### src/hw/rtl/tsp_pkg.sv
// Types and constants of the time sorted point table.
package tsp_pkg;

    localparam int MAX_POINTS_DEF = 16;

    typedef enum logic [2:0] {
        REQ_ADD       = 3'd0,
        REQ_REMOVE    = 3'd1,
        REQ_GET_AT    = 3'd2,
        REQ_GET_ID    = 3'd3,
        REQ_NEXT_FREE = 3'd4
    } t_req;

    typedef enum logic [1:0] {
        ST_IDLE,
        ST_RUN,
        ST_HOLD
    } t_state;

    typedef struct packed {
        logic [31:0] tstamp;
        logic [7:0]  id;
        logic [23:0] color;
    } t_point;

    typedef struct packed {
        logic [2:0]  req_type;
        logic [7:0]  entry_id;
        logic [31:0] point_time;
        logic [23:0] point_color;
        logic [7:0]  position;
    } t_in_beat;

    typedef struct packed {
        logic        ok;
        logic [7:0]  out_id;
        logic [31:0] out_time;
        logic [23:0] out_color;
        logic [7:0]  free_id;
        logic [4:0]  entry_count;
    } t_out_beat;

    // Request token walking down the cell row, one cell per cycle.
    typedef struct packed {
        logic        vld;
        logic        en;
        t_req        op;
        logic [7:0]  id;
        logic [31:0] tm;
        logic [23:0] col;
        logic [7:0]  position;
        logic        hit_pt;     // point placed / found / free id walk stopped
        logic        hit_id;     // id placed / found in ascending list
        t_point      carry;      // displaced point during insert
        logic [7:0]  carry_aid;  // displaced id during insert
        t_point      res;
        logic [7:0]  fid;
    } t_pkt;

endpackage

### src/hw/rtl/tsp_cell.sv
// One table cell: a time-ordered slot, an ascending id entry and a token stage.
module tsp_cell #(
    parameter int CW       = 5,
    parameter int CELL_IDX = 0
) (
    input  logic            i_clk,
    input  logic            i_rst_n,
    input  logic [CW-1:0]   i_count,
    input  tsp_pkg::t_pkt   i_pkt,
    output tsp_pkg::t_pkt   o_pkt,
    input  tsp_pkg::t_point i_right_slot,
    output tsp_pkg::t_point o_slot,
    input  logic [7:0]      i_right_aid,
    output logic [7:0]      o_aid
);

    localparam logic [CW-1:0] MY_IDX = CW'(CELL_IDX);
    localparam logic [7:0]    MY_POS = 8'(CELL_IDX);

    tsp_pkg::t_pkt   r_pkt, n_pkt;
    tsp_pkg::t_point r_slot, n_slot;
    logic [7:0]      r_aid, n_aid;
    logic            in_use;
    logic            at_end;
    tsp_pkg::t_point new_pt;

    always_comb begin
        in_use = MY_IDX < i_count;
        at_end = MY_IDX == i_count;
        new_pt = '{tstamp: i_pkt.tm, id: i_pkt.id, color: i_pkt.col};
        n_pkt  = i_pkt;
        n_slot = r_slot;
        n_aid  = r_aid;
        if (i_pkt.vld && i_pkt.en) begin
            unique case (i_pkt.op)
                tsp_pkg::REQ_ADD: begin
                    // insert ahead of the first equal or later time, then ripple right
                    if (!i_pkt.hit_pt) begin
                        if ((in_use && !(i_pkt.tm > r_slot.tstamp)) || at_end) begin
                            n_slot       = new_pt;
                            n_pkt.carry  = r_slot;
                            n_pkt.hit_pt = 1'b1;
                        end
                    end else if (in_use || at_end) begin
                        n_slot      = i_pkt.carry;
                        n_pkt.carry = r_slot;
                    end
                    if (!i_pkt.hit_id) begin
                        if ((in_use && !(i_pkt.id > r_aid)) || at_end) begin
                            n_aid           = i_pkt.id;
                            n_pkt.carry_aid = r_aid;
                            n_pkt.hit_id    = 1'b1;
                        end
                    end else if (in_use || at_end) begin
                        n_aid           = i_pkt.carry_aid;
                        n_pkt.carry_aid = r_aid;
                    end
                end
                tsp_pkg::REQ_REMOVE: begin
                    // from the match onward, pull the right neighbor in
                    if (in_use && !i_pkt.hit_pt && r_slot.id == i_pkt.id) begin
                        n_pkt.hit_pt = 1'b1;
                    end
                    if (in_use && n_pkt.hit_pt) begin
                        n_slot = i_right_slot;
                    end
                    if (in_use && !i_pkt.hit_id && r_aid == i_pkt.id) begin
                        n_pkt.hit_id = 1'b1;
                    end
                    if (in_use && n_pkt.hit_id) begin
                        n_aid = i_right_aid;
                    end
                end
                tsp_pkg::REQ_GET_AT: begin
                    if (in_use && i_pkt.position == MY_POS) begin
                        n_pkt.hit_pt = 1'b1;
                        n_pkt.res    = r_slot;
                    end
                end
                tsp_pkg::REQ_GET_ID: begin
                    if (in_use && !i_pkt.hit_pt && r_slot.id == i_pkt.id) begin
                        n_pkt.hit_pt = 1'b1;
                        n_pkt.res    = r_slot;
                    end
                end
                tsp_pkg::REQ_NEXT_FREE: begin
                    // first gap in the ascending ids stops the walk
                    if (in_use && !i_pkt.hit_pt) begin
                        if (r_aid == i_pkt.fid) begin
                            n_pkt.fid = i_pkt.fid + 8'd1;
                        end else begin
                            n_pkt.hit_pt = 1'b1;
                        end
                    end
                end
                default: begin
                end
            endcase
        end
    end

    always_ff @(posedge i_clk) begin
        r_slot <= n_slot;
        r_aid  <= n_aid;
        if (!i_rst_n) begin
            r_pkt.vld <= 1'b0;
        end else begin
            r_pkt <= n_pkt;
        end
    end

    assign o_pkt  = r_pkt;
    assign o_slot = r_slot;
    assign o_aid  = r_aid;

endmodule

### config.mk
export PLATFORM = sky130hd
export DESIGN_NAME = tsp_cell
export DESIGN_NICKNAME = d
export VERILOG_FILES = /design/src/hw/rtl/tsp_pkg.sv /design/src/hw/rtl/tsp_cell.sv
export SDC_FILE = /design/constraint.sdc
export NUM_CORES = 1
export LEC_CHECK = 0
export ABC_AREA = 1
export BUFFER_PORTS_ARGS = -buffer_cell sky130_fd_sc_hd__buf_2
export CAP_MARGIN = 10
export CORE_AREA = 4 4 232 234
export DETAILED_ROUTE_END_ITERATION = 7
export DIE_AREA = 0 0 236 238
export HOLD_SLACK_MARGIN = 0.02
export PLACE_DENSITY = 0.49
export SLEW_MARGIN = 10
export SYNTH_ARGS = -nofsm -noshare
export SYNTH_HDL_FRONTEND = slang
export SYNTH_SLANG_ARGS = --single-unit
### constraint.sdc
create_clock -name i_clk -period 4.1 [get_ports i_clk]
set_input_delay 1.23 -clock i_clk [delete_from_list [all_inputs] [get_ports i_clk]]
set_output_delay 1.23 -clock i_clk [all_outputs]
set_load 0.005 [all_outputs]
==> results of run 1 <==
## registers in the layout, indices dropped and copies added, names as in the netlist
signal / cells
o_pkt: 223
o_slot: 64
o_aid: 8
## cells by family (layout without fill, tap and decap cells)
logic type	Yosys count	in the layout	synth area share [%]
simple gates	759	759	21.3
flops	295	295	62.5
compound gates	179	179	7.21
buf+inv	144	758	4.38
fa+ha+maj	41	41	3.63
xor+xnor	16	16	0.990
other cells	0	5	0
## cell type report
type                       instances  area [um^2]
multi-input combinational        995         4720
sequential                       295         8850
tap                              688          861
fill                            5330        32900
clock inverter                    19          179
timing repair buffer             623         3270
inverter                          74          284
clock buffer                      42          945
antenna                            5         12.5
## critical path: cells and delay by family
kind            cells  cell delay [ns]
simple gates        7             0.75
fa+ha+maj           1             0.32
buf+inv             2             0.36
compound gates      2             0.59
## cells in the final DEF, fill, tap and decap left out, drive strengths merged, types with 5 or more instances in the layout
| cell type | count |
|---|---|
| clkbuf | 42 |
| a31oi | 72 |
| nand3 | 78 |
| o21ai | 14 |
| ha | 41 |
| inv | 73 |
| nor3 | 6 |
| nand2 | 489 |
| buf | 623 |
| xnor2 | 6 |
| a21oi | 85 |
| nor2 | 172 |
| edfxtp | 294 |
| nand4 | 10 |
| diode | 5 |
| xor2 | 10 |
| clkinv | 16 |
## metrics by stage
step	util [%]	hold slack, ns	instances	cell area (um^2)	setup slack, ns
final	36.7	0.607	2741	19100	0.942
after global routing	36.7	0.634	2740	19100	0.912
after CTS	36.7	0.606	2736	19100	1.07
after detailed placement	34.6	0.587	2675	18000	0.490
after global placement	34.6	0.585	2675	18000	0.483
after floorplan	-	0.588	1434	14200	0.227
## layer usage
metal	global-route usage [%]	routed length [um]
met5	0	57
met4	5.80	1560
met2	34.1	29000
met1	25.4	24300
met3	4.81	4150
## path summary, 6_finish.rpt
path                            slack [ns]                  end
worst max-delay path                  0.94  o_pkt[81]$_DFFE_PP_
worst min-delay path                  0.61  o_pkt[94]$_DFFE_PP_
worst min register to register        0.61  o_pkt[94]$_DFFE_PP_
worst max register to register        1.13  o_pkt[81]$_DFFE_PP_
## where the power goes
part	total (mW)	leakage [nW]	internal [mW]	switching [mW]
combinational	0.927	5.27	0.376	0.551
sequential	3.62	2.82	3.55	0.0715
clock	3.15	0.549	1.84	1.31
total	7.70	8.64	5.76	1.94
==> flow_summary_export.csv, run 1 <==
group,metric,value,unit
clock_network,cts_root_buf,"clkbuf_16",
placement,io_buffers,596,
detailed_routing,drtAntennaViolNets,0,
job,maxCapViolations,0,
logic_synthesis,synthCells,1434,
worst_setup_path,critPathRequiredTime,4.38,ns
power_and_ir_drop,ir_drop,0.274,mV
worst_setup_path,cp-start-kind,"input pin",
logic_synthesis,synth_area_leaders,"edfxtp_1 62%, nand2_1 13%, nor2_1 4.6%, ha_1 3.6%, a31oi_1 3.2%",
worst_setup_path,r2r_cells,12,
logic_synthesis,ys_types,34,
placement,place_congestion,0.841,
sta,max-slew-margin-rel,36.7,%
global_routing,grt.total_usage,20.0,%
floorplanning,rows,84,
logic_synthesis,synth_warnings,0,
worst_hold_path,hp-class,"register to register",
worst_setup_path,critPathCaptureType,"register",
clock_network,cts_resized,0,
outcome,status,"finished clean",
worst_setup_path,critical_path_class,"input pin to register",
sta,timing.final.crit_share,77.0,%
clock_network,max-clock-path-buffers,3,
detailed_routing,drt-pass1-iter-count,5,
detailed_routing,vias,12900,
cells_and_area,area_growth,35.1,%
global_routing,grt_pass1_vias,12800,
sta,finClkSkew,0.0254,ns
sta,worst_pin_slew,0.949,ns
sta,hold_viol,0,
floorplanning,initial_core_util,27.2,%
detailed_routing,drtIter0Drc,778,
clock_network,cts_tree,"yes",
floorplanning,core,52000,um^2
sta,fmax,0.317,GHz
logic_synthesis,yosysMostFrequentCell,"nand2_1",
logic_synthesis,synth-async-reset-ratio,0,%
floorplanning,ioPinCount,597,
clock_network,cts.sinks,295,
detailed_routing,postRouteWirelength,59100,um
cells_and_area,nets,2368,
sta,rsz0062_at_grt,"no",
worst_setup_path,crit_path_start,"i_pkt[205]",
logic_synthesis,synth.top_cell.area_share,62.4,%
clock_network,htree_levels,2,
worst_setup_path,worst_path_most_repeated_cell,"nand2_1",
worst_setup_path,arrival,3.44,ns
logic_synthesis,ys_ff_latch,295,
placement,hpwl,44100,um
power_and_ir_drop,cellPowerDensity,403,nW/um^2
logic_synthesis,synth_area,14200,um^2
sta,maxSlewViolCount,0,
detailed_routing,routedWlPerCell,21.6,um
power_and_ir_drop,power.total,7.70,mW
clock_network,clk_latency,0.55,ns
logic_synthesis,yosys.area.top_type,"edfxtp_1",
global_routing,grt_start_max_net_pins,69,
cells_and_area,drive_above_1_share,33.4,%
clock_network,holdBufCountCts,0,
worst_setup_path,crit_chain,"buf_2, ha_1, nand2_1, o21ai_0, nand2_1, nand2_1, a21oi_1, nand2_1, nand3_4, buf_12, nand3_1, nand2_1",
power_and_ir_drop,leakage,8.64,nW
floorplanning,die_y,238,um
floorplanning,die-area,56200,um^2
logic_synthesis,postSynthAreaPerCell,9.87,um^2
logic_synthesis,ys_seq_area_share,62.5,%
sta,finalSetupTns,0,ns
worst_hold_path,min_path_cells,2,
detailed_routing,drcViolationCount,0,
worst_setup_path,slowest_delay,0.55,ns
logic_synthesis,ys.flop_type,"edfxtp_1",
worst_setup_path,cp_slowest_cell,"o21ai_0",
global_routing,grt_pass1_wl,85000,um
worst_setup_path,critPathMaxFanout,64,
clock_network,clk_pin_slew,0.06,ns
global_routing,overflow,0,
logic_synthesis,netlist_top_cells_count,"488 x nand2_1, 294 x edfxtp_1, 172 x nor2_1",
logic_synthesis,synth.net_count,1777,
detailed_routing,vias_per_cell,4.72,
global_routing,antenna_found_initial,11,
floorplanning,die_w,236,um
worst_hold_path,hold_path.startpoint,"o_slot[14]$_DFFE_PP_",
logic_synthesis,synth-edff-count,294,
worst_setup_path,r2r-start,"o_slot[58]$_DFFE_PP_",
clock_network,post_cts_buffers,0,
sta,fin_crit,3.16,ns
clock_network,cts_made_buffers,36,
sta,setup-violations-final,0,
Note: power is estimated with default switching activity, not from simulation.
==> inputs of run 2 (changes only) <==
Clock period 4.1 ns to 3 ns, I/O delays scaled along.
==> run 2 against run 1 <==
Clock-buffer cell count rose by 1. Clock skew shrank 0.0034 ns. Setup slack got worse by 0.68 ns. Combinational power increased by 42%. Die area stayed put. Critical path type is now register to register. Critical endpoint is now o_pkt[101]$_DFFE_PP_. Largest cell class unchanged. Highest routed layer unchanged.
==> flow_summary_export.csv, run 2 (synthesized netlist as in run 1, its figures left out) <==
group,metric,value,unit
outcome,status,"finished clean",
sta,whs,0.566,ns
global_routing,overflow,0,
clock_network,cts_root_buf,"clkbuf_16",
sta,fmax,0.365,GHz
sta,hold_viol,0,
worst_setup_path,r2r_slack,0.26,ns
floorplanning,die-area,56200,um^2
cells_and_area,largest_reg_flops,223,
cells_and_area,drive_above_1_share,34.5,%
detailed_routing,drt-pass1-iter-count,5,
cells_and_area,fin_util,37.5,%
cells_and_area,area_growth,37.9,%
worst_setup_path,cp-start-kind,"register",
worst_hold_path,min_path_cells,1,
sta,setup-violations-final,0,
power_and_ir_drop,power.total,10.3,mW
clock_network,cts.sinks,295,
sta,setup_ws,0.261,ns
detailed_routing,drcViolationCount,0,
global_routing,grt_pass1_vias,13200,
worst_hold_path,hold_path.startpoint,"i_pkt[150]",
cells_and_area,final_common_cell,"buf_2",
cells_and_area,final_cell_mix,"594 x buf_2, 487 x nand2_1, 294 x edfxtp_1",
detailed_routing,routedWlPerCell,21.1,um
placement,placedCellCount,2710,
global_routing,grt.total_usage,19.8,%
power_and_ir_drop,ir_drop,0.357,mV
sta,finalSetupTns,0,ns
sta,max-slew-margin-rel,60.3,%
detailed_routing,postRouteWirelength,58600,um
worst_hold_path,hp-class,"input pin to register",
power_and_ir_drop,cellPowerDensity,527,nW/um^2
worst_setup_path,critPathRequiredTime,3.28,ns
placement,post-place-ws,-0.326,ns
power_and_ir_drop,leakage,8.80,nW
placement,place_congestion,0.886,
worst_setup_path,arrival,3.02,ns
sta,timing.final.crit_share,91.3,%
floorplanning,core,52000,um^2
floorplanning,die_y,238,um
placement,io_buffers,596,
floorplanning,die_w,236,um
global_routing,antenna_found_initial,11,
worst_setup_path,critPathMaxFanout,42,
placement,hpwl,44000,um
clock_network,post_cts_buffers,0,
job,maxCapViolations,0,
placement,place_area,18500,um^2
worst_setup_path,r2r_cells,12,
detailed_routing,drtAntennaViolNets,0,
global_routing,grt_pass1_wl,85100,um
worst_setup_path,critical_path_class,"register to register",
detailed_routing,vias,13000,
clock_network,holdBufCountCts,0,
clock_network,cts_resized,0,
floorplanning,rows,84,
global_routing,grt_start_max_net_pins,69,
sta,fin_crit,2.74,ns
clock_network,htree_levels,2,
sta,finClkSkew,0.0220,ns
sta,rsz0062_at_grt,"no",
clock_network,cts_tree,"yes",
clock_network,clk_pin_slew,0.06,ns
clock_network,max-clock-path-buffers,3,
worst_setup_path,r2r-start,"o_slot[59]$_DFFE_PP_",
worst_setup_path,reg2reg_to,"o_pkt[101]$_DFFE_PP_",
floorplanning,initial_core_util,27.2,%
worst_setup_path,crit_path_start,"o_slot[59]$_DFFE_PP_",
clock_network,cts_made_buffers,37,
detailed_routing,vias_per_cell,4.70,
floorplanning,ioPinCount,597,
worst_setup_path,critPathCaptureType,"register",
sta,maxSlewViolCount,0,
cells_and_area,stdcell_count,2773,
detailed_routing,drtIter0Drc,744,
cells_and_area,nets,2404,
clock_network,clk_latency,0.53,ns
sta,worst_pin_slew,0.596,ns
cells_and_area,design_area,19500,um^2
worst_hold_path,min_to,"o_pkt[150]$_DFFE_PP_",
[run 2: changes by cell type in the layout (fill, tap and decap cells not counted), moves of 3 or more]
| cell | delta |
|---|---|
| buf_12 | +12 |
| buf_4 | +23 |
| clkinv_1 | +3 |
| clkinv_2 | -5 |
| ha_1 | -5 |
| ha_4 | +5 |
[run 2: worst max-delay path, cell delays in order (launching register included)]
cell	delay [ns]
edfxtp_1	0.47
inv_1	0.07
ha_1	0.31
nand4_1	0.27
nor3_1	0.36
a21oi_1	0.11
buf_4	0.14
nand2_1	0.08
buf_4	0.13
nand3_4	0.10
buf_12	0.21
nand3_1	0.12
nand2_1	0.06
[run 2: per-layer routing]
metal	vias to the layer above	wire length [um]	GRT usage [%]	part of all wire [%]
li1	6170	-	-	-
met1	6226	23200	24.5	40
met2	562	29500	34.7	50
met3	79	4670	5.22	8.0
met4	6	1250	4.95	2.1
met5	-	32	0	0.055
[run 2: final cells by class]
class,count,area [um^2]
fillers,5367,32500
diodes,7,17.5
clock inverters,13,81.3
flip-flops and latches,295,8850
inverters,74,285
clock buffers,43,948
multi-input cells,995,4780
repair buffers,658,3690
well taps,688,861
[run 2: power by group]
group          internal [mW]  switching, mW  leakage (nW)  total (mW)
logic                  0.557          0.759          5.48        1.32
clock network           2.31           1.70         0.501        4.02
registers               4.85          0.101          2.82        4.95
[run 2: worst max-delay path by stage]
stage | slack, ns | to | cells after the start
after CTS | 0.15 | o_pkt[126]$_DFFE_PP_ | 13
after global placement | -0.31 | o_pkt[94]$_DFFE_PP_ | 13
final | 0.26 | o_pkt[101]$_DFFE_PP_ | 12
after floorplan | -0.23 | o_slot[0]$_DFFE_PP_ | 10
after global routing | 0.03 | o_pkt[102]$_DFFE_PP_ | 13
after detailed placement | -0.33 | o_pkt[86]$_DFFE_PP_ | 13
