[src/hw/rtl/tsp_pkg.sv]
// Types and constants of the time sorted point table.
package tsp_pkg;

    localparam int MAX_POINTS_DEF = 16;

    typedef enum logic [2:0] {
        REQ_ADD       = 3'd0,
        REQ_REMOVE    = 3'd1,
        REQ_GET_AT    = 3'd2,
        REQ_GET_ID    = 3'd3,
        REQ_NEXT_FREE = 3'd4
    } t_req;

    typedef enum logic [1:0] {
        ST_IDLE,
        ST_RUN,
        ST_HOLD
    } t_state;

    typedef struct packed {
        logic [31:0] tstamp;
        logic [7:0]  id;
        logic [23:0] color;
    } t_point;

    typedef struct packed {
        logic [2:0]  req_type;
        logic [7:0]  entry_id;
        logic [31:0] point_time;
        logic [23:0] point_color;
        logic [7:0]  position;
    } t_in_beat;

    typedef struct packed {
        logic        ok;
        logic [7:0]  out_id;
        logic [31:0] out_time;
        logic [23:0] out_color;
        logic [7:0]  free_id;
        logic [4:0]  entry_count;
    } t_out_beat;

    // Request token walking down the cell row, one cell per cycle.
    typedef struct packed {
        logic        vld;
        logic        en;
        t_req        op;
        logic [7:0]  id;
        logic [31:0] tm;
        logic [23:0] col;
        logic [7:0]  position;
        logic        hit_pt;     // point placed / found / free id walk stopped
        logic        hit_id;     // id placed / found in ascending list
        t_point      carry;      // displaced point during insert
        logic [7:0]  carry_aid;  // displaced id during insert
        t_point      res;
        logic [7:0]  fid;
    } t_pkt;

endpackage

[src/hw/rtl/tsp_ctrl.sv]
// Request launch, entry count and result registers of the point table.
module tsp_ctrl #(
    parameter int MAX_POINTS = tsp_pkg::MAX_POINTS_DEF,
    parameter int CW         = $clog2(MAX_POINTS + 1)
) (
    input  logic                i_clk,
    input  logic                i_rst_n,
    input  logic                i_in_valid,
    output logic                o_in_stall,
    input  tsp_pkg::t_in_beat   i_in,
    output logic                o_out_valid,
    input  logic                i_out_stall,
    output tsp_pkg::t_out_beat  o_out,
    output tsp_pkg::t_pkt       o_pkt,
    input  tsp_pkg::t_pkt       i_pkt,
    output logic [CW-1:0]       o_count
);

    localparam logic [CW-1:0] MAX_CNT = CW'(MAX_POINTS);

    tsp_pkg::t_state    r_state, n_state;
    logic [CW-1:0]      r_count, n_count;
    tsp_pkg::t_out_beat r_res, n_res;
    tsp_pkg::t_out_beat r_out, n_out;
    logic               r_out_valid, n_out_valid;
    logic [CW-1:0]      cnt_next;
    logic               res_ok;
    tsp_pkg::t_req      in_op;

    always_comb begin
        in_op = tsp_pkg::t_req'(i_in.req_type);

        o_pkt           = '0;
        o_pkt.vld       = i_in_valid && (r_state == tsp_pkg::ST_IDLE);
        o_pkt.en        = (in_op != tsp_pkg::REQ_ADD) || (r_count < MAX_CNT);
        o_pkt.op        = in_op;
        o_pkt.id        = i_in.entry_id;
        o_pkt.tm        = i_in.point_time;
        o_pkt.col       = i_in.point_color;
        o_pkt.position  = i_in.position;

        cnt_next = r_count;
        res_ok   = 1'b0;
        case (i_pkt.op) inside
            tsp_pkg::REQ_ADD: begin
                res_ok = i_pkt.en;
                if (i_pkt.en) begin
                    cnt_next = r_count + CW'(1);
                end
            end
            tsp_pkg::REQ_REMOVE: begin
                res_ok = i_pkt.hit_pt;
                if (i_pkt.hit_pt) begin
                    cnt_next = r_count - CW'(1);
                end
            end
            tsp_pkg::REQ_GET_AT, tsp_pkg::REQ_GET_ID: begin
                res_ok = i_pkt.hit_pt;
            end
            tsp_pkg::REQ_NEXT_FREE: begin
                res_ok = 1'b1;
            end
            default: begin
            end
        endcase

        n_state     = r_state;
        n_count     = r_count;
        n_res       = r_res;
        n_out       = r_out;
        n_out_valid = r_out_valid && i_out_stall;
        o_in_stall  = r_state != tsp_pkg::ST_IDLE;

        unique case (r_state)
            tsp_pkg::ST_IDLE: begin
                if (i_in_valid) begin
                    n_state = tsp_pkg::ST_RUN;
                end
            end
            tsp_pkg::ST_RUN: begin
                if (i_pkt.vld) begin
                    n_res.ok          = res_ok;
                    n_res.out_id      = i_pkt.res.id;
                    n_res.out_time    = i_pkt.res.tstamp;
                    n_res.out_color   = i_pkt.res.color;
                    n_res.free_id     = i_pkt.fid;
                    n_res.entry_count = 5'(cnt_next);
                    n_count           = cnt_next;
                    n_state           = tsp_pkg::ST_HOLD;
                end
            end
            tsp_pkg::ST_HOLD: begin
                if (!r_out_valid || !i_out_stall) begin
                    n_out       = r_res;
                    n_out_valid = 1'b1;
                    n_state     = tsp_pkg::ST_IDLE;
                end
            end
            default: begin
                n_state = tsp_pkg::ST_IDLE;
            end
        endcase
    end

    always_ff @(posedge i_clk) begin
        if (!i_rst_n) begin
            r_state <= tsp_pkg::ST_IDLE;
        end else begin
            r_state <= n_state;
        end
    end

    always_ff @(posedge i_clk) begin
        r_res <= n_res;
        r_out <= n_out;
        if (!i_rst_n) begin
            r_count     <= '0;
            r_out_valid <= 1'b0;
        end else begin
            r_count     <= n_count;
            r_out_valid <= n_out_valid;
        end
    end

    assign o_out       = r_out;
    assign o_out_valid = r_out_valid;
    assign o_count     = r_count;

endmodule

[config.mk]
export PLATFORM = sky130hd
export DESIGN_NAME = tsp_ctrl
export DESIGN_NICKNAME = d
export VERILOG_FILES = /design/src/hw/rtl/tsp_pkg.sv /design/src/hw/rtl/tsp_ctrl.sv
export SDC_FILE = /design/constraint.sdc
export NUM_CORES = 1
export LEC_CHECK = 0
export ABC_AREA = 1
export BUFFER_PORTS_ARGS = -buffer_cell sky130_fd_sc_hd__buf_4
export CORE_AREA = 2 2 236 238
export CTS_BUF_LIST = sky130_fd_sc_hd__clkbuf_8
export CTS_CLUSTER_DIAMETER = 50
export DETAILED_ROUTE_END_ITERATION = 10
export DIE_AREA = 0 0 238 240
export PLACE_DENSITY = 0.38
export SLEW_MARGIN = 20
export SYNTH_ARGS = -nofsm -noshare
export SYNTH_HDL_FRONTEND = slang
export SYNTH_SLANG_ARGS = --single-unit
export TNS_END_PERCENT = 10
[constraint.sdc]
create_clock -name i_clk -period 8.2 [get_ports i_clk]
set_input_delay 0.41 -clock i_clk [delete_from_list [all_inputs] [get_ports i_clk]]
set_output_delay 0.41 -clock i_clk [all_outputs]
set_load 0.05 [all_outputs]
==> results of run 1 <==
## worst min path at each step
stage / start / cells past startpoint / endpoint
after floorplan: r_res[0] / 0 / o_out[0]
after global placement: r_res[63] / 0 / o_out[63]
after detailed placement: r_res[1] / 0 / o_out[1]
after CTS: i_pkt[12] / 1 / r_res[17]
after global routing: i_pkt[12] / 1 / r_res[17]
final: i_pkt[22] / 1 / r_res[27]
## report_power, final
| part | internal, uW | switching (uW) | leakage [uW] |
|---|---|---|---|
| combinational | 43.2 | 220 | 0.00164 |
| clock | 236 | 309 | 0.000173 |
| sequential | 940 | 7.61 | 0.00149 |
## cell type report
cell class | count | area share
flip-flops and latches | 164 | 0.5750
repair buffers | 176 | 0.1568
multi-input cells | 222 | 0.1109
well taps | 704 | 0.1045
clock buffers | 17 | 0.02777
clock inverters | 14 | 0.01366
inverters | 25 | 0.01129
## cell usage after synthesis
cell and n:
nor2_2 1, ha_1 2, nor2_4 1, buf_4 221
nand4_1 1, nor2_1 7, a21oi_1 9, conb_1 1
nand2_1 31, inv_1 22, o21ai_0 5, inv_2 3
dfxtp_1 8, nand3_1 8, nand3b_1 2, nand2_2 6
nand3_2 2, nor3_1 1, edfxtp_1 156
## sequential cells by signal, summed over array words and instances, names as in the netlist
signal,count
o_out_valid,1
r_state,2
r_res,78
o_count,5
o_out,78
## layer usage
metal / up-vias / wire, um
met2: 308 / 7329
met3: 59 / 3167
met4: 4 / 705
met1: 1593 / 6376
met5: - / 84
li1: 1504 / -
## worst register-to-register path, cell delays in order (launching register included)
cell and delay [ps]:
dfxtp_1 320, inv_1 80, nand3_1 290, clkinv_2 460
buf_4 750
## metrics by stage
stage	worst slack, ps	std cells	utilization	area, um^2
final	5815	1322	0.1541	8426
after global routing	5528	1322	0.1541	8426
after CTS	5654	1322	0.1541	8426
after detailed placement	5532	1291	0.1478	8077
after global placement	5554	1291	0.1478	8077
after floorplan	3759	632	-	7525
## cell families after synthesis
family	Yosys count	synth area share
buf+inv	246	0.2511
flops	164	0.6940
simple gates	60	0.04069
compound gates	14	0.01004
fa+ha+maj	2	0.003584
other cells	1	0.0005372
==> key figures, run 1 <==
GRT
  – Largest net degree at the start of global routing: 63
  – Global routing usage on met1: 0.05791
  – Vias in the first global route: between 3000 and 4000
  – Most Used Layer, Global Route: met2
  – Tot GR Track Use: 0.05859
  – Global Route met2 Usage: 0.08462
  – Initial antenna violation count: 1
  – Grt ovf: 0
  – Global-route wire length before repair: between 20 and 25 mm
  – M3 GR Usage: 0.04707

Worst setup path
  – Worst EP required: approximately 8300 ps
  – Crit path buf inv count: 3
  – WP depth: 4
  – Delay-heaviest family, CP: buffers and inverters
  – Max stage delay on crit path: around 740 ps
  – Reg-to-Reg End: r_res[52]
  – Critical path endpoint: r_res[52]
  – CP startpoint: r_state[1]
  – Critical path cell sequence: inv_1 > nand3_1 > clkinv_2 > buf_4
  – Worst r2r src: r_state[1]
  – Startpoint types: flip-flop
  – Worst-case reg-to-reg path depth: 4
  – Reg2Reg Setup Slack: 5820 ps
  – Critical path peak fanout: 62
  – Arrival @ worst endpoint: between 2000 and 2500 ps
  – Slowest-stage cell, CP: buf_4
  – Critical Path Sink Type: flip-flop
  – Critical path class: flip-flop to flip-flop

Timing
  – Final number of setup-violating endpoints: 0
  – Fmax: ~0.42 GHz
  – Final TNS setup: 0 ps
  – Rel. slew slack: 0.3827
  – Tmin final: about 2400 ps
  – Final worst path period share: 0.2908
  – Least-Margin Pin Slew: a little over 900 ps
  – Number of max-slew violations in the final report: 0
  – Final Hold Viols: 0
  – WHS: about 110 ps
  – Skew final: around 18 ps
  – RSZ-0062 raised after global routing: false

Floorplan
  – # rows: 86
  – Die X: ~240 um
  – Io pins: 610
  – Die Y: ~240 um
  – Starting Density: 0.1277
  – Core Area: around 55000 um^2
  – Die ar.: approximately 57000 um^2

Layout
  – Commonest non-fill, non-tap cell in the layout: buf_4
  – Share of layout cells above drive strength 1: 0.3511
  – # nets final: 910
  – # fillers: around 6100
  – Diode count: 0
  – Register area: just under 5000 um^2
  – Area grow syn2layout: 20.70%
  – Commonest non-fill, non-tap cells in the layout: 176 x buf_4, 156 x edfxtp_1, 146 x conb_1
  – Area occupied by multi-input gates: 934.6 um^2

Placement
  – PortBufs: roughly 170
  – Gpl congestion: between 0.6 and 0.7
  – DP HPWL: roughly 13 mm

Pwr
  – Worst VDD drop: about 95 uV
  – Leak: roughly 0.0033 uW
  – PwrDens: 208.3 nW/um^2
  – Final Power: ~1800 uW

Drt
  – Pre-Repair DR Iteration Count: 4
  – Avg Vias per Cell: between 2 and 3
  – Residual DRC count: 0
  – WL/cell: 13.36 um
  – DR iter-0 viols: 109
  – Remaining antenna violation count: 0
  – Via count: ~3500
  – Routed WL: 17.66 mm

Worst hold path
  – Hold Path Class: input port to flip-flop

CTS
  – Reg clk slew, reported paths: around 100 ps
  – Later-pin clock latency in the skew report: 470 ps
  – Hold-fix buffers, CTS: 0
  – CTS H-tree depth: 4
  – Post-cts resize count: 0
  – CTS Sinks: 164
  – Post-CTS setup buffer count: 0
  – Total CTS buffers: 17
  – CTS max path bufs: 2
  – CTS root buf: clkbuf_8
  – TritonCTS clock tree: yes

Logic synthesis
  – Mapped Area: around 7000 um^2
  – Synth top area share: 0.6711
  – Cells after Synth: about 500
  – Yosys warns: 0
  – Synthesis-stage register bit count: roughly 160
  – Cell variety after synth: 19
  – Synth top area cells: edfxtp_1 67%, buf_4 24%, dfxtp_1 2.3%
  – Avg Cell Area, Syn: about 14 um^2
  – Share of the yosys chip area belonging to registers: 0.6940
  – Synth area leader: edfxtp_1

Run status
  – Outcome: completed

Flow run
  – Max-cap violations: 0
(Power assumes the default switching activity.)
==> run 2: changes to the inputs <==
ABC_AREA = 0   (was 1)
CORE_AREA = 2 2 237 239   (was 2 2 236 238)
DIE_AREA = 0 0 239 241   (was 0 0 238 240)
PLACE_DENSITY = 0.37   (was 0.38)
clock period = 2.2 ns   (was 8.2 ns; I/O delays follow)
==> key figures, run 2 <==
Placement
  – PortBufs: around 170
  – Pre-CTS setup slack: about 640 ps
  – DP HPWL: 14.49 mm
  – Gpl congestion: roughly 0.69

Logic synthesis
  – Post-Synth Adder-Cell Area: 0.003609
  – Synth top area share: 0.6756
  – Share of the yosys chip area belonging to registers: 0.6987
  – Largest family of logic cells by synthesized area: buffers and inverters
  – Cell variety after synth: 32
  – Avg Cell Area, Syn: roughly 15 um^2
  – Post-synthesis compound-gate area fraction: 0.01462
  – XOR/XNOR Fraction of Synth Area: 0.005052
  – Post-synth ARST share: 0
  – Multiplexer share of the synthesized area: 0.002887
  – Most common cell in the netlist: buf_4
  – Most instantiated cells after synthesis: 221 x buf_4, 156 x edfxtp_1, 12 x nor2_1
  – Cells after Synth: ~450
  – Synth area leader: edfxtp_1
  – Ys flop type: edfxtp_1
  – Number of flops mapped to enable cells by yosys: roughly 160
  – Synthesis-stage register bit count: between 150 and 200
  – Post-Synth Simple-Gate Area: 0.02869
  – Mapped Area: a little under 7000 um^2
  – Synth top area cells: edfxtp_1 68%, buf_4 24%, dfxtp_1 2.3%
  – Yosys warns: 0

Timing
  – Final worst path period share: 0.8366
  – Final Hold Viols: 0
  – Final setup margin: ~360 ps
  – Rel. slew slack: 0.6411
  – Fmax: roughly 0.54 GHz
  – Least-Margin Pin Slew: roughly 540 ps
  – RSZ-0062 raised after global routing: false
  – Final number of setup-violating endpoints: 0
  – Tmin final: ~1800 ps
  – Final TNS setup: 0 ps
  – Number of max-slew violations in the final report: 0
  – WHS: ~110 ps
  – Skew final: slightly above 20 ps

Drt
  – Pre-Repair DR Iteration Count: 4
  – Residual DRC count: 0
  – Remaining antenna violation count: 0
  – DR iter-0 viols: 80
  – Routed WL: roughly 19 mm
  – Via count: 3612
  – WL/cell: 13.50 um
  – Avg Vias per Cell: around 2.6

GRT
  – Initial antenna violation count: 0
  – M3 GR Usage: 0.05250
  – Tot GR Track Use: 0.06102
  – Grt ovf: 0
  – Global-route wire length before repair: 24.06 mm
  – Global routing usage on met1: 0.05371
  – Global Route met2 Usage: 0.09003
  – Most Used Layer, Global Route: met2
  – Largest net degree at the start of global routing: 79
  – Vias in the first global route: 3389

Worst setup path
  – CP startpoint: o_count[4]
  – Worst r2r src: o_count[0]
  – Arrival @ worst endpoint: 1730 ps
  – Delay-heaviest family, CP: simple AND/OR/NAND/NOR gates
  – WP depth: 2
  – Critical Path Sink Type: primary output
  – Slowest-stage cell, CP: or4b_2
  – Reg-to-Reg End: r_res[1]
  – Critical path cell sequence: or4b_2 > buf_4
  – Worst EP required: about 2100 ps
  – Startpoint types: flip-flop
  – Reg2Reg Setup Slack: 640 ps
  – Crit path buf inv count: 1
  – Critical path class: flip-flop to primary output
  – Max stage delay on crit path: 600 ps
  – Critical path endpoint: o_pkt[221]
  – Worst-case reg-to-reg path depth: 4
  – Critical path peak fanout: 5

CTS
  – Total CTS buffers: 17
  – Post-CTS setup buffer count: 0
  – Later-pin clock latency in the skew report: approximately 470 ps
  – Hold-fix buffers, CTS: approximately 80
  – Post-cts resize count: 0
  – Reg clk slew, reported paths: ~90 ps
  – CTS H-tree depth: 4
  – CTS max path bufs: 2
  – CTS Sinks: 164
  – TritonCTS clock tree: yes
  – CTS root buf: clkbuf_8

Layout
  – Diode count: 0
  – Commonest non-fill, non-tap cells in the layout: 182 x buf_4, 156 x edfxtp_1, 146 x conb_1
  – Share of layout cells above drive strength 1: 0.3284
  – # nets final: around 960
  – Area grow syn2layout: 33.87%
  – Commonest non-fill, non-tap cell in the layout: buf_4
  – Final Core Density: 0.1692

Run status
  – Outcome: completed

Pwr
  – Net Sw Power: roughly 2000 uW
  – Combinational fraction of design power: 0.161
  – Seq pwr share: 0.525
  – Internal power: approximately 4800 uW
  – Leak: 0.003553 uW
  – Worst VDD drop: 322.3 uV
  – Switching Fraction: 0.2921
  – Clock share of power: 0.314
  – PwrDens: just over 700 nW/um^2

Floorplan
  – Die X: around 240 um
  – Die ar.: between 50000 and 60000 um^2
  – Io pins: 610
  – Die Y: roughly 240 um
  – # rows: 86
  – Core Area: around 55000 um^2
  – Starting Density: 0.1264

Worst hold path
  – WHS Path Cells: 4
  – Hold Path Class: input port to flip-flop

Flow run
  – Max-cap violations: 0
==> run 2: cell count changes after synthesis, sizes merged, moves of 3 or more <==
cell	before	now
nor2	9	12
nand3	10	1
o21ai	5	2
inv	25	7
nand2b	0	3
or3	0	3
nand2	37	7
==> run 2: cells by family after synthesis <==
| logic type | count (synthesis) |
|---|---|
| DFF | 164 |
| muxes | 2 |
| buffers and inverters | 229 |
| and+or+nand+nor | 35 |
| adders and majority gates | 2 |
| xor gates and xnor gates | 4 |
| AOI/OAI and AO/OA | 15 |
| other | 1 |
==> run 2: stage by stage <==
| step | instances | cell area, um^2 | total power (uW) |
|---|---|---|---|
| 2_1_floorplan | 597 | 7501 | 4894 |
| 3_3_place_gp | 1264 | 8130 | 4572 |
| 3_5_place_dp | 1264 | 8130 | 4579 |
| 4_1_cts | 1374 | 9283 | 6871 |
| 5_1_grt | 1374 | 9283 | 7031 |
| 6_report | 1374 | 9283 | 6734 |
==> run 2: area by class of cell <==
cell class	instances	area (um^2)
Fill cell	6046	45600
Sequential cell	164	4848
Timing Repair Buffer	263	2207
Multi-Input combinational cell	204	947.2
Tap cell	704	880.8
Clock buffer	17	234.0
Clock inverter	15	137.6
Inverter	7	27.53
==> run 2: worst min-delay path by stage <==
| stage | start | slack (ps) | endpoint |
|---|---|---|---|
| floorplan | i_pkt[5] | 210 | r_res[10] |
| global placement | i_in[3] | 220 | o_pkt[149] |
| detailed placement | i_in[3] | 220 | o_pkt[149] |
| CTS | i_pkt[221] | 60 | r_res[1] |
| global route | i_pkt[221] | 110 | o_count[1] |
| finish | i_pkt[221] | 110 | r_res[1] |
==> run 2: power by group through the flow <==
stage	sequential, uW	clock (uW)	combinational, uW
floorplan	3700	0	1190
global placement	3610	0	965
detailed placement	3610	0	970
CTS	3540	2240	1090
global route	3540	2350	1140
finish	3540	2110	1080
==> run 2: worst min-delay path: cells and delay by family <==
family,cells,cell delay (ps)
compound gates,1,120
buf+inv,1,90
simple gates,2,160
==> run 2: routing by layer <==
| layer | up-vias | wire (um) |
|---|---|---|
| li1 | 1605 | - |
| met1 | 1614 | 5863 |
| met2 | 325 | 7957 |
| met3 | 64 | 3643 |
| met4 | 4 | 900 |
| met5 | - | 186 |
